===== src/rtl/rgbfs_pkg.sv =====
// ----------------------------------------------------------------------------
// rgbfs_pkg
// Shared types and constants of the rgb mode and fade sequencer.
// ----------------------------------------------------------------------------
package rgbfs_pkg;

   localparam int DUTY_BITS_DEFAULT = 8;
   localparam int LEVEL_W           = 8;
   localparam int MODE_W            = 4;
   localparam int PHASE_W           = 3;

   localparam logic [LEVEL_W-1:0] BRIGHTNESS_RESET = 8'd50;
   localparam logic [LEVEL_W-1:0] RAMP_LIMIT       = 8'd255;

   // mode codes
   localparam logic [MODE_W-1:0] MODE_FADE   = 4'd1;
   localparam logic [MODE_W-1:0] MODE_RED    = 4'd2;
   localparam logic [MODE_W-1:0] MODE_GREEN  = 4'd3;
   localparam logic [MODE_W-1:0] MODE_BLUE   = 4'd4;
   localparam logic [MODE_W-1:0] MODE_YELLOW = 4'd5;
   localparam logic [MODE_W-1:0] MODE_PURPLE = 4'd6;
   localparam logic [MODE_W-1:0] MODE_CYAN   = 4'd7;
   localparam logic [MODE_W-1:0] MODE_OFF    = 4'd8;

   // fade phase codes
   localparam logic [PHASE_W-1:0] PH_BLUE_UP1   = 3'd0;
   localparam logic [PHASE_W-1:0] PH_GREEN_UP   = 3'd1;
   localparam logic [PHASE_W-1:0] PH_BLUE_DOWN  = 3'd2;
   localparam logic [PHASE_W-1:0] PH_RED_UP     = 3'd3;
   localparam logic [PHASE_W-1:0] PH_GREEN_DOWN = 3'd4;
   localparam logic [PHASE_W-1:0] PH_BLUE_UP2   = 3'd5;
   localparam logic [PHASE_W-1:0] PH_BR_DOWN    = 3'd6;

   typedef struct packed {
      logic [MODE_W-1:0]  mode;
      logic [PHASE_W-1:0] phase;
      logic [LEVEL_W-1:0] ramp;
      logic               restart;
      logic [LEVEL_W-1:0] red;
      logic [LEVEL_W-1:0] green;
      logic [LEVEL_W-1:0] blue;
   } seq_state_type;

   localparam seq_state_type SEQ_STATE_RESET = '{
      mode:    MODE_FADE,
      phase:   PH_BLUE_UP1,
      ramp:    '0,
      restart: 1'b1,
      red:     '0,
      green:   '0,
      blue:    '0
   };

endpackage


===== src/rtl/rgbfs_step.sv =====
// ----------------------------------------------------------------------------
// rgbfs_step
// Next-state logic for one transaction: mode stepping, static colors and
// one count of the fade ramp.
// ----------------------------------------------------------------------------
module rgbfs_step #(
   parameter int DUTY_BITS = rgbfs_pkg::DUTY_BITS_DEFAULT
) (
   input  rgbfs_pkg::seq_state_type cur_state,
   input  logic [7:0]               brightness,
   input  logic                     key_next,
   input  logic                     key_prev,
   input  logic                     tick_elapsed,
   output rgbfs_pkg::seq_state_type nxt_state
);
   import rgbfs_pkg::*;

   localparam logic [31:0] DutyMax = (32'd1 << DUTY_BITS) - 32'd1;

   logic [LEVEL_W-1:0] peak;
   logic [MODE_W-1:0]  mode;
   logic [LEVEL_W-1:0] cnt_base;
   logic [LEVEL_W-1:0] up;
   logic [LEVEL_W-1:0] down;
   seq_state_type      fade;

   // brightness saturates at the duty range
   assign peak = ({24'd0, brightness} > DutyMax) ? DutyMax[LEVEL_W-1:0] : brightness;

   always_comb begin
      if (key_next) begin
         mode = (cur_state.mode >= MODE_OFF) ? MODE_FADE : cur_state.mode + 4'd1;
      end else if (key_prev) begin
         mode = (cur_state.mode <= MODE_FADE) ? MODE_OFF : cur_state.mode - 4'd1;
      end else begin
         mode = cur_state.mode;
      end
   end

   // one ramp count of the fade
   assign cnt_base = cur_state.restart ? '0 : cur_state.ramp;
   assign up       = (cnt_base < RAMP_LIMIT) ? cnt_base + 8'd1 : cnt_base;
   assign down     = (peak > up) ? peak - up : '0;

   always_comb begin
      fade         = cur_state;
      fade.mode    = mode;
      fade.ramp    = up;
      fade.restart = 1'b0;
      case (cur_state.phase)
         PH_BLUE_UP1:   fade.blue  = up;
         PH_GREEN_UP:   fade.green = up;
         PH_BLUE_DOWN:  fade.blue  = down;
         PH_RED_UP:     fade.red   = up;
         PH_GREEN_DOWN: fade.green = down;
         PH_BLUE_UP2:   fade.blue  = up;
         default: begin
            fade.blue = down;
            fade.red  = down;
         end
      endcase
      if (up >= peak) begin
         fade.phase   = (cur_state.phase >= PH_BR_DOWN) ? PH_BLUE_UP1
                                                        : cur_state.phase + 3'd1;
         fade.restart = 1'b1;
      end
   end

   always_comb begin
      nxt_state      = cur_state;
      nxt_state.mode = mode;
      case (mode)
         MODE_FADE: begin
            if (peak == '0) begin
               nxt_state.red   = '0;
               nxt_state.green = '0;
               nxt_state.blue  = '0;
            end else if (tick_elapsed) begin
               nxt_state = fade;
            end
         end
         MODE_RED: begin
            nxt_state.red   = peak;
            nxt_state.green = '0;
            nxt_state.blue  = '0;
         end
         MODE_GREEN: begin
            nxt_state.red   = '0;
            nxt_state.green = peak;
            nxt_state.blue  = '0;
         end
         MODE_BLUE: begin
            nxt_state.red   = '0;
            nxt_state.green = '0;
            nxt_state.blue  = peak;
         end
         MODE_YELLOW: begin
            nxt_state.red   = peak;
            nxt_state.green = peak;
            nxt_state.blue  = '0;
         end
         MODE_PURPLE: begin
            nxt_state.red   = peak;
            nxt_state.green = '0;
            nxt_state.blue  = peak;
         end
         MODE_CYAN: begin
            nxt_state.red   = '0;
            nxt_state.green = peak;
            nxt_state.blue  = peak;
         end
         default: begin
            nxt_state.red   = '0;
            nxt_state.green = '0;
            nxt_state.blue  = '0;
         end
      endcase
   end

endmodule


===== src/rtl/rgb_mode_and_fade_sequencer_top.sv =====
// ----------------------------------------------------------------------------
// rgb_mode_and_fade_sequencer_top
// Rgb led mode selector with static colors and a seven-phase fade.
// ----------------------------------------------------------------------------
// Each request transaction (next/prev key flags and a tick flag) gives one
// response transaction with the three duty values and the mode number after
// the update. A request is taken every cycle while the input register is empty
// or the response register is free; it passes an input register and, when
// the response side is not stalled, reaches the response register. The input
// register lets a new request in while a response waits to be taken. The user
// must write the brightness register (reset 50) through the csr port only while
// no request is in flight (not enforced); the step saturates it to DUTY_BITS.
module rgb_mode_and_fade_sequencer_top #(
   parameter int DUTY_BITS = rgbfs_pkg::DUTY_BITS_DEFAULT
) (
   input  logic       clock,
   input  logic       reset,
   input  logic       req_valid,
   output logic       req_ready,
   input  logic       req_key_next,
   input  logic       req_key_prev,
   input  logic       req_tick_elapsed,
   output logic       rsp_valid,
   input  logic       rsp_ready,
   output logic [7:0] rsp_red_duty,
   output logic [7:0] rsp_green_duty,
   output logic [7:0] rsp_blue_duty,
   output logic [3:0] rsp_mode_number,
   input  logic       csr_valid,
   output logic       csr_ready,
   input  logic [7:0] csr_wdata
);
   import rgbfs_pkg::*;

   logic          in_valid_ff;
   logic          in_key_next_ff;
   logic          in_key_prev_ff;
   logic          in_tick_ff;
   logic          out_valid_ff;
   logic [7:0]    brightness_ff;
   seq_state_type state_ff;
   seq_state_type state_in;
   logic          out_free;
   logic          advance;

   assign out_free  = !out_valid_ff || rsp_ready;
   assign advance   = in_valid_ff && out_free;
   assign req_ready = !in_valid_ff || out_free;
   assign csr_ready = 1'b1;

   rgbfs_step #(
      .DUTY_BITS (DUTY_BITS)
   ) u_step (
      .cur_state    (state_ff),
      .brightness   (brightness_ff),
      .key_next     (in_key_next_ff),
      .key_prev     (in_key_prev_ff),
      .tick_elapsed (in_tick_ff),
      .nxt_state    (state_in)
   );

   always_ff @(posedge clock) begin
      if (reset) begin
         in_valid_ff   <= 1'b0;
         out_valid_ff  <= 1'b0;
         brightness_ff <= BRIGHTNESS_RESET;
         state_ff      <= SEQ_STATE_RESET;
      end else begin
         if (req_ready) begin
            in_valid_ff <= req_valid;
         end
         if (out_free) begin
            out_valid_ff <= in_valid_ff;
         end
         if (advance) begin
            state_ff <= state_in;
         end
         if (csr_valid && csr_ready) begin
            brightness_ff <= csr_wdata;
         end
      end
   end

   always_ff @(posedge clock) begin
      if (req_valid && req_ready) begin
         in_key_next_ff <= req_key_next;
         in_key_prev_ff <= req_key_prev;
         in_tick_ff     <= req_tick_elapsed;
      end
   end

   // the response shows the sequencer state after the last transaction
   assign rsp_valid       = out_valid_ff;
   assign rsp_red_duty    = state_ff.red;
   assign rsp_green_duty  = state_ff.green;
   assign rsp_blue_duty   = state_ff.blue;
   assign rsp_mode_number = state_ff.mode;

   a_mode_range: assert property (@(posedge clock) disable iff (reset)
      state_ff.mode >= MODE_FADE && state_ff.mode <= MODE_OFF)
      else $error("mode number out of range");

   a_phase_range: assert property (@(posedge clock) disable iff (reset)
      state_ff.phase <= PH_BR_DOWN)
      else $error("fade phase out of range");

   a_off_dark: assert property (@(posedge clock) disable iff (reset)
      rsp_valid && rsp_mode_number == MODE_OFF |->
         rsp_red_duty == '0 && rsp_green_duty == '0 && rsp_blue_duty == '0)
      else $error("off mode drives a nonzero duty");

   a_red_only: assert property (@(posedge clock) disable iff (reset)
      rsp_valid && rsp_mode_number == MODE_RED |->
         rsp_green_duty == '0 && rsp_blue_duty == '0)
      else $error("red mode drives green or blue");

   a_state_hold: assert property (@(posedge clock) disable iff (reset)
      !advance |=> $stable(state_ff))
      else $error("state changed without a transaction");

endmodule

===== config.mk =====
export PLATFORM = sky130hd
export DESIGN_NAME = rgb_mode_and_fade_sequencer_top
export DESIGN_NICKNAME = d
export VERILOG_FILES = /design/src/rtl/rgbfs_pkg.sv /design/src/rtl/rgbfs_step.sv /design/src/rtl/rgb_mode_and_fade_sequencer_top.sv
export SDC_FILE = /design/constraint.sdc
export NUM_CORES = 1
export LEC_CHECK = 0
export CELL_PAD_IN_SITES_DETAIL_PLACEMENT = 1
export CELL_PAD_IN_SITES_GLOBAL_PLACEMENT = 1
export CORE_MARGIN = 4
export CORE_UTILIZATION = 25
export DETAILED_ROUTE_END_ITERATION = 8
export DONT_BUFFER_PORTS = 1
export PLACE_DENSITY = 0.45
export SETUP_SLACK_MARGIN = 0.02
export SKIP_LAST_GASP = 1
export SYNTH_ARGS = -nofsm -noshare
export SYNTH_HDL_FRONTEND = slang
export SYNTH_SLANG_ARGS = --single-unit

===== constraint.sdc =====
create_clock -name clock -period 7 [get_ports clock]
set_input_delay 1.4 -clock clock [delete_from_list [all_inputs] [get_ports clock]]
set_output_delay 1.4 -clock clock [all_outputs]
set_load 0.005 [all_outputs]

== Yosys cells after proc, flatten, opt, wreduce, memory -nomap -nowiden ==
Index checks and enable logic that the tools add are counted.
Word-level totals
  register bits after elaboration: 53
  latch bits: 0
  RAM bits: 0
  ROM bits: 0
  bits of input ports: 16
  output and inout bits: 31
  memories: 0
Operators by class
  add/sub/neg operators: 5
  multipliers: 0
  divide/modulo/power cells: 0
  magnitude comparators: 6
  equality and inequality tests: 16
  shifts and indexed selects: 0
  multiplexer cells: 16
  bitwise logic cells: 1
  reduce and logical (&&, ||, !) cells: 16
Operators with widths (number)
  24-bit one-hot mux with 7 select lines: 1
  8-bit one-hot mux with 2 select lines: 3
  36-bit 2-to-1 mux: 1
  24-bit 2-to-1 mux: 1
  8-bit 2-to-1 mux: 3
  4-bit by 3-bit == test with 1-bit output, second input constant: 4
  4-bit 2-to-1 mux: 4
  3-bit by 2-bit != test with 1-bit output, second input constant: 3
  3-bit AND reduction: 3
  8-bit by 1-bit adder with 8-bit output, second input constant: 1
  4-bit by 2-bit == test with 1-bit output, second input constant: 2
  8-bit >= comparator: 1
  8-bit > comparator: 1
  8-bit zero test: 1
  8-bit < comparator, second input constant: 1
  8-bit subtractor: 1
  3-bit by 2-bit == test with 1-bit output, second input constant: 2
  3-bit == test, second input constant: 2
  3-bit 2-to-1 mux: 2
  5-bit AND reduction: 1
  5-bit OR reduction: 1
  4-bit by 1-bit adder with 4-bit output, second input constant: 1
  4-bit by 1-bit == test with 1-bit output, second input constant: 1
  4-bit >= comparator, second input constant: 1
  15 further kinds: 18

== Logic depth before layout (Yosys ltp) ==
Gate-level depths: netlist (run 1).
  depth in word-level cells: 9
  depth in mapped cells: 17
  mapped depth without buffers: 16

== By module ==
A second synthesis (run 1) with hierarchy kept.
Second synthesis, totals
  cell total of the unflattened synthesis: 557
  area total of the unflattened synthesis: 4531.8 um^2
Modules (own cells, without submodules)
  rgb_mode_and_fade_sequencer_top: instances 1, cells each 243, area an instance 2499.9 um^2, seq. area each 1091.0 um^2
  rgbfs_step: instances 1, cells each 314, area an instance 2031.9 um^2, seq. area each 0.0 um^2

== Worst setup path after synthesis (run 1) ==
No wires, ideal clock.
  path kind: register -> register
  start point: reg state_ff[24] (netlist bit)
  end point: reg state_ff[34] (netlist bit)
  library setup time: 0.070 ns
  arrival: 3.841 ns
  required time: 6.930 ns
  path slack: 3.089 ns
  stages on the path, launching flop included: 17
  path buffers: 1
  cells stage by stage: dfxtp_1 buf_2 nor2b_1 ha_1 nand4_1 nor2_1 mux2i_1 xnor2_1 inv_1 ha_1 or3_1 o31ai_2 a21oi_1 o22ai_1 nand3_1 or3b_2 a21oi_1
On the way
  cells in the longest elaborated chain, start to end: 5
  elaborated cells on any way between the ends: 6
  classes of those cells: 1 x add/sub; 2 x order compare; 2 x mux; 1 x reduce/logical
Ends and longest elaborated chain
  start, declared: line rgb_mode_and_fade_sequencer_top.sv:41  | seq_state_type state_ff;
  start signal, assigned: line rgb_mode_and_fade_sequencer_top.sv:76  | state_ff <= state_in;
  8-bit 2-to-1 mux *: line rgbfs_step.sv:41  | assign cnt_base = cur_state.restart ? '0 : cur_state.ramp;
  8-bit by 1-bit adder with 8-bit output or 8-bit < comparator (tied branches): line rgbfs_step.sv:42  | assign up = (cnt_base < RAMP_LIMIT) ? cnt_base + 8'd1 : cnt_base;
  8-bit 2-to-1 mux *: line rgbfs_step.sv:42
  8-bit >= comparator *: line rgbfs_step.sv:62  | if (up >= peak) begin
  5-bit AND reduction (no source line) *
Every way passes the cells marked *; elsewhere a longest branch is shown, timed or not.
A chain may end at the register's enable or synchronous reset.

==> impl_results.md, run 1 <==
* Outcome: finished, final reports clean
* CP startpoint kind: flop
* Final Setup Violations at 0
* Clock power share at 37.3%
* CTS sink count at 53
* Number of gates resized after cts at 0
* First-pass DRT Iterations at 4
* Initial Utilization at 25.35%
* Arr. time, crit path at 4770 ps
* Max Root-Sink Buffers at 2
* WL/cell at 19.42 µm
* Post-synthesis sequential area ratio at 29.72%
* H-tree depth at 2
* Sequential share of power at 46.6%
* Yosys warns at 0
* FF+latch count, synth at 53
* Worst Tran Pin Value at 1312 ps
* Worst Hold Class: flop to flop
* CTS Hold Bufs at 0
* Fin crit share at 64.61%
* Register Area at 1091 µm²
* Power Density at 190.7 nW/µm²
* First-pass GRT wire length at 18930 µm
* Number of global-route vias before repair at 3257
* Area of placed instances at 3602 µm²
* Synth area leaders: dfxtp_1 27%, buf_4 6.1%, ha_1 5.8%, nand2_1 5.1%, a21oi_1 4.1%
* Hold endpoint: state_ff[25]$_SDFFE_PP0P_
* # diodes at 0
* Syn_area_per_cell at 8.050 µm²
* Area fraction of the dominant cell type after synthesis at 27.27%
* Core area at 14480 µm²
* Detailed Route WL at 11670 µm
* DRC at 0
* Final ANT Viol Nets at 0
* Worst Skew at 15.05 ps
* Die width at 129.2 µm
* I/O pin cnt at 47
* Final hold vios at 0
* Worst r2r dst: state_ff[34]$_SDFFE_PP0P_
* Number of buffers created by CTS at 5
* Post-route minimum period at 4522 ps
* WP data required at 7240 ps
* Post-CTS setup buffer count at 0
* Placer congestion estimate at 0.7626
* Top_reg_cell synth: dfxtp_1
* Fmax at 221.1 MHz
* Pint at 0.0004928 W
* Max-slew headroom at 11.40%
* Sw Share at 31.10%
* Leakage at 1.243 nW
* RR Startpoint: state_ff[24]$_SDFFE_PP1P_
* Asr flop ratio synth at 0%
* Port Buf Inserts at 0
* Reg2Reg Setup Slack at 2480 ps
* Die area at 16690 µm²
* RSZ-0062 raised after global routing: false
* Worst-path maximum fanout at 11
* Fin nets at 449
* Hold path startpoint: state_ff[25]$_SDFFE_PP0P_
* Iteration-0 DRC Markers at 237
* Finished Cell Area at 3751 µm²
* Utilization after layout at 25.91%
* Register-to-Register Path Depth at 15
* WS Path Type: flop to flop
* Cells after Synth at 456
* Fillcell total at 1722
* Pre-CTS WS at 2425 ps
* Clock transition at the registers of the reported paths at 70 ps
* Post-Place Cells at 593
* Hpwl dp at 8988 µm
* Non-Filler Instances at 601
* Layout cells sized above 1 at 6.475%
* Worst-skew pair later-pin latency at 310 ps
* # rows at 44
* Comb power frac at 16.1%
* CTS tree: built
* Area of the multi-input gates at 2187 µm²
* Largest net degree at the start of global routing at 42
* Count of cell types in the netlist at 76
* CTS Root Cell: clkbuf_16
* Vias at 3177
* Gr usage total at 14.49%
* EDFF count, synth at 3
* Syn Nets at 489
* Synth-to-Final Area Change at 2.181%
* Worst setup EP type: flop
* Most frequent cells after synthesis: 50 x dfxtp_1, 50 x nand2_1, 37 x nor2_1
* Setup slack after layout at 2478 ps
* Netlist area before placement at 3671 µm²
* Total grt overflow at 0
* P_sw at 0.0002224 W
* Slew Limit Fails at 0
* Max Cap Viol at 0
* Vias per inst at 5.286
* Yosys top cell by area: dfxtp_1
* Antenna violations before repair at 0
* Peak supply drop at 0.08392 mV
* Hold Path Cell Cnt at 2
* Final setup TNS at 0 ps
* Die height at 129.2 µm
routing by layer:
| metal | vias up | global-route usage [%] | part of all wire, % |
|---|---|---|---|
| met5 | - | 0 | 0 |
| met4 | 0 | 3.706 | 1.3 |
| met3 | 8 | 3.215 | 3.9 |
| met2 | 51 | 22.77 | 45 |
| met1 | 1564 | 20.13 | 49 |
| li1 | 1554 | - | - |
stage by stage:
stage / power, W / hold slack [ps]
2_1_floorplan: 0.0004323 / 426.3
3_3_place_gp: 0.0004558 / 447.2
3_5_place_dp: 0.0004558 / 445.3
4_1_cts: 0.0007307 / 457.0
5_1_grt: 0.0007576 / 489.2
6_report: 0.0007152 / 457.6
critical path: stages (launching register included):
cell and delay [ps]:
dfxtp_1 410, nor2b_1 310, ha_1 320, nand4_1 170, nor2_1 280, xnor2_1 290, ha_1 230, inv_1 60
ha_1 190, or3_1 380, o31ai_2 290, a21oi_1 140, o22ai_1 450, nand3_1 290, or3b_2 500, a21oi_1 140
cell type report:
type / count / share of cell area, %
inverter: 23 / 2.302
tap: 184 / 6.137
clock inverter: 3 / 0.6338
multi-input combinational: 332 / 58.31
sequential: 53 / 29.09
timing repair buffer: 1 / 0.2001
clock buffer: 5 / 3.336
power groups by stage:
stage          clock network (W)  logic [W]  registers (W)
3_3_place_gp                   0   0.000115       0.000340
6_report                0.000267   0.000115       0.000333
4_1_cts                 0.000281   0.000116       0.000334
5_1_grt                 0.000292   0.000130       0.000336
3_5_place_dp                   0   0.000115       0.000341
2_1_floorplan                  0   0.000103       0.000329
placed cells by master (no fill, tap or decap), drive strengths merged, types with 8 or more instances in the layout:
master	count
dfxtp	50
a22oi	8
ha	17
nor2	37
inv	25
o21ai	14
nor2b	9
nor3	12
nand2	50
a21oi	30
nand3	22
a211oi	8
mux2i	8
xnor2	8
registers in the layout (all words and copies together) (netlist names):
name             flops
in_key_prev_ff       1
rsp_valid            1
state_ff            12
rsp_green_duty       8
rsp_mode_number      4
in_key_next_ff       1
in_valid_ff          1
brightness_ff        8
rsp_blue_duty        8
in_tick_ff           1
rsp_red_duty         8
worst max-delay path by stage:
stage	depth (start not counted)	slack (ps)	start	to
floorplan	16	3090	state_ff[24]$_SDFFE_PP1P_	state_ff[34]$_SDFFE_PP0P_
global placement	16	2490	state_ff[24]$_SDFFE_PP1P_	rsp_green_duty[7]$_SDFFE_PP0P_
detailed placement	15	2420	state_ff[24]$_SDFFE_PP1P_	state_ff[34]$_SDFFE_PP0P_
CTS	15	2380	state_ff[24]$_SDFFE_PP1P_	state_ff[34]$_SDFFE_PP0P_
global route	15	1970	state_ff[24]$_SDFFE_PP1P_	state_ff[34]$_SDFFE_PP0P_
finish	15	2480	state_ff[24]$_SDFFE_PP1P_	state_ff[34]$_SDFFE_PP0P_
kinds of logic (layout without fill, tap and decap cells):
group | count (synthesis) | in the layout | share of synthesized area (%)
adders and majority gates | 18 | 18 | 6.067
DFF | 53 | 53 | 29.72
xor gates and xnor gates | 10 | 10 | 2.386
and+or+nand+nor | 175 | 175 | 24.51
other | 1 | 1 | 0.1022
muxes | 8 | 8 | 2.181
buffers and inverters | 71 | 32 | 10.70
AOI/OAI and AO/OA | 120 | 120 | 24.34
Note: power is estimated with default switching activity, not from simulation.
==> run 2, diff against run 1 <==
Settings changed: PLACE_DENSITY 0.45 to 0.47.
Clock period 7 ns to 3.9 ns, I/O delays scaled along.
==> run 2 against run 1 <==
Clock power grew 95%. Final cell count grew 3.8%. Non-clock buffer count grew 23. Fmax grew 25%. Count of clock-buffer cells in the layout grew 1. Total power grew 88%. Cell area grew 6.3%. Flip-flop and latch count is the same. Critical endpoint is now rsp_green_duty[1]$_SDFFE_PP0P_. Largest cell class unchanged.
==> impl_results.md, run 2 (synthesized netlist as in run 1, its figures left out) <==
* Clock transition at the registers of the reported paths at 80 ps (was 70 ps)
* I/O pin cnt at 47 (unchanged)
* Sw Share at 30.07% (was 31.10%)
* Vias at 3236 (was 3177)
* Gr usage total at 14.50% (was 14.49%)
* Arr. time, crit path at 3810 ps (was 4770 ps)
* WP data required at 4090 ps (was 7240 ps)
* Initial Utilization at 25.35% (unchanged)
* DRC at 0 (unchanged)
* Placer congestion estimate at 0.8487 (was 0.7626)
* Area of placed instances at 3766 µm² (was 3602 µm²)
* Worst Skew at 5.219 ps (was 15.05 ps)
* Fmax at 276.2 MHz (was 221.1 MHz)
* Final setup TNS at 0 ps (unchanged)
* Port Buf Inserts at 0 (unchanged)
* Layout cells sized above 1 at 13.18% (was 6.475%)
* CTS tree: built (unchanged)
* Number of buffers created by CTS at 5 (unchanged)
* Reg2Reg Setup Slack at 280 ps (was 2480 ps)
* Fillcell total at 1719 (was 1722)
* Core area at 14480 µm² (unchanged)
* Final hold vios at 0 (unchanged)
* WS Path Type: flop to flop (unchanged)
* RR Startpoint: state_ff[24]$_SDFFE_PP1P_ (unchanged)
* Vias per inst at 5.186 (was 5.286)
* CP startpoint kind: flop (unchanged)
* Worst Tran Pin Value at 874.5 ps (was 1312 ps)
* Crit. Startpoint: state_ff[24]$_SDFFE_PP1P_ (unchanged)
* Die width at 129.2 µm (unchanged)
* Worst Hold Class: flop to flop (unchanged)
* Slew Limit Fails at 0 (unchanged)
* Sequential share of power at 44.2% (was 46.6%)
* P_sw at 0.0004040 W (was 0.0002224 W)
* Most frequent cells in the layout: 50 x nand2_1, 50 x dfxtp_1, 36 x nor2_1 (was 50 x nand2_1, 50 x dfxtp_1, 37 x nor2_1)
* Worst-path maximum fanout at 6 (was 11)
* Fin nets at 472 (was 449)
* Pint at 0.0009398 W (was 0.0004928 W)
* CTS Root Cell: clkbuf_16 (unchanged)
* Peak supply drop at 0.1452 mV (was 0.08392 mV)
* Register-to-Register Path Depth at 16 (was 15)
* Detailed Route WL at 11810 µm (was 11670 µm)
* Hold path startpoint: state_ff[25]$_SDFFE_PP0P_ (unchanged)
* Worst-skew pair later-pin latency at 310 ps (about the same)
* Fin crit share at 92.85% (was 64.61%)
* Worst setup EP type: flop (unchanged)
* Max-slew headroom at 40.96% (was 11.40%)
* Final ANT Viol Nets at 0 (unchanged)
* Hpwl dp at 9238 µm (was 8988 µm)
* Die area at 16690 µm² (unchanged)
* Max Cap Viol at 0 (unchanged)
* Max Root-Sink Buffers at 2 (unchanged)
* # diodes at 0 (unchanged)
* Hold endpoint: state_ff[25]$_SDFFE_PP0P_ (unchanged)
* Number of global-route vias before repair at 3341 (was 3257)
* Synth-to-Final Area Change at 8.623% (was 2.181%)
* Hold Path Cell Cnt at 2 (unchanged)
* Post-route minimum period at 3621 ps (was 4522 ps)
* H-tree depth at 2 (unchanged)
* Die height at 129.2 µm (unchanged)
* Worst r2r dst: rsp_green_duty[1]$_SDFFE_PP0P_ (was state_ff[34]$_SDFFE_PP0P_)
* RSZ-0062 raised after global routing: false (unchanged)
* First-pass GRT wire length at 18820 µm (was 18930 µm)
* Finished Cell Area at 3988 µm² (was 3751 µm²)
* First-pass DRT Iterations at 4 (unchanged)
* Flip-flop count of the largest register, all copies and words added at 12 (unchanged)
* Iteration-0 DRC Markers at 146 (was 237)
* Largest net degree at the start of global routing at 42 (unchanged)
* Leakage at 1.373 nW (was 1.243 nW)
* Clock power share at 38.8% (was 37.3%)
* Antenna violations before repair at 0 (unchanged)
* WL/cell at 18.92 µm (was 19.42 µm)
* # rows at 44 (unchanged)
* CTS sink count at 53 (unchanged)
* Outcome: finished, final reports clean (unchanged)
* Power Density at 337.0 nW/µm² (was 190.7 nW/µm²)
* Comb power frac at 17.0% (was 16.1%)
* Total grt overflow at 0 (unchanged)
* Most flops, register: state_ff (unchanged)
* Final Setup Violations at 0 (unchanged)
-- run 2: cell count changes in the layout (fill, tap and decap cells not counted), sizes merged --
cell / delta
buf: +23
clkbuf: +1
inv: -1
-- run 2: worst max-delay path: stages (launching register included) --
cell	delay (ps)
dfxtp_1	370
nor2b_2	170
ha_1	190
nand4_1	160
nor2_2	200
mux2i_2	270
xnor2_1	170
inv_1	70
ha_1	210
or3_1	410
o31ai_4	210
a21oi_2	90
o22ai_2	190
nor3_1	100
buf_4	170
a222oi_1	420
o21ai_1	100
-- run 2: layer usage --
metal	GRT usage, %	up-vias	part of all wire, %
li1	-	1595	-
met1	19.61	1563	48
met2	23.17	70	46
met4	3.706	0	1.1
met3	3.627	8	5.3
met5	0	-	0
-- run 2: what timing repair did --
| item | CTS | global route |
|---|---|---|
| gates resized for setup | 1 | 9 |
| pin swaps | 0 | 3 |
| hold endpoints to repair | 0 | 0 |
| endpoints found under the setup margin | 1 | 19 |
| setup buffers | 0 | 2 |
| hold buffers | 0 | 0 |
-- run 2: worst max path at each step --
stage | endpoint | slack, ps | cells past startpoint
after global placement | state_ff[34]$_SDFFE_PP0P_ | 220 | 15
after detailed placement | state_ff[34]$_SDFFE_PP0P_ | 10 | 15
after global routing | rsp_green_duty[1]$_SDFFE_PP0P_ | 30 | 17
final | rsp_green_duty[1]$_SDFFE_PP0P_ | 280 | 16
after CTS | state_ff[34]$_SDFFE_PP0P_ | 80 | 15
after floorplan | state_ff[34]$_SDFFE_PP0P_ | 60 | 16
-- run 2: layout make-up --
class	instances	area [µm²]	area share, %
Multi-Input combinational cell	332	2230	55.91
Sequential cell	53	1091	27.36
Clock inverter	2	20.02	0.5020
Inverter	23	86.33	2.165
Clock buffer	6	150.1	3.765
Timing Repair Buffer	24	180.2	4.518
Tap cell	184	230.2	5.773
-- run 2: power by group through the flow --
stage / clock network, W / registers, W / logic (W)
finish: 0.000521 / 0.000595 / 0.000228
global route: 0.000564 / 0.000599 / 0.000253
CTS: 0.000547 / 0.000596 / 0.000223
detailed placement: 0 / 0.000608 / 0.000222
global placement: 0 / 0.000608 / 0.000221
floorplan: 0 / 0.000590 / 0.000187
-- run 2: stage by stage --
step,hold WS (ps),instances,utilization [%],power [W],setup WS (ps)
finish,452.0,624,27.54,0.001344,278.8
global route,478.6,624,27.54,0.001415,33.01
CTS,451.4,622,27.20,0.001365,83.81
detailed placement,439.9,614,26.01,0.0008300,11.94
global placement,442.4,614,26.01,0.0008281,224.8
floorplan,426.3,456,-,0.0007772,58.16
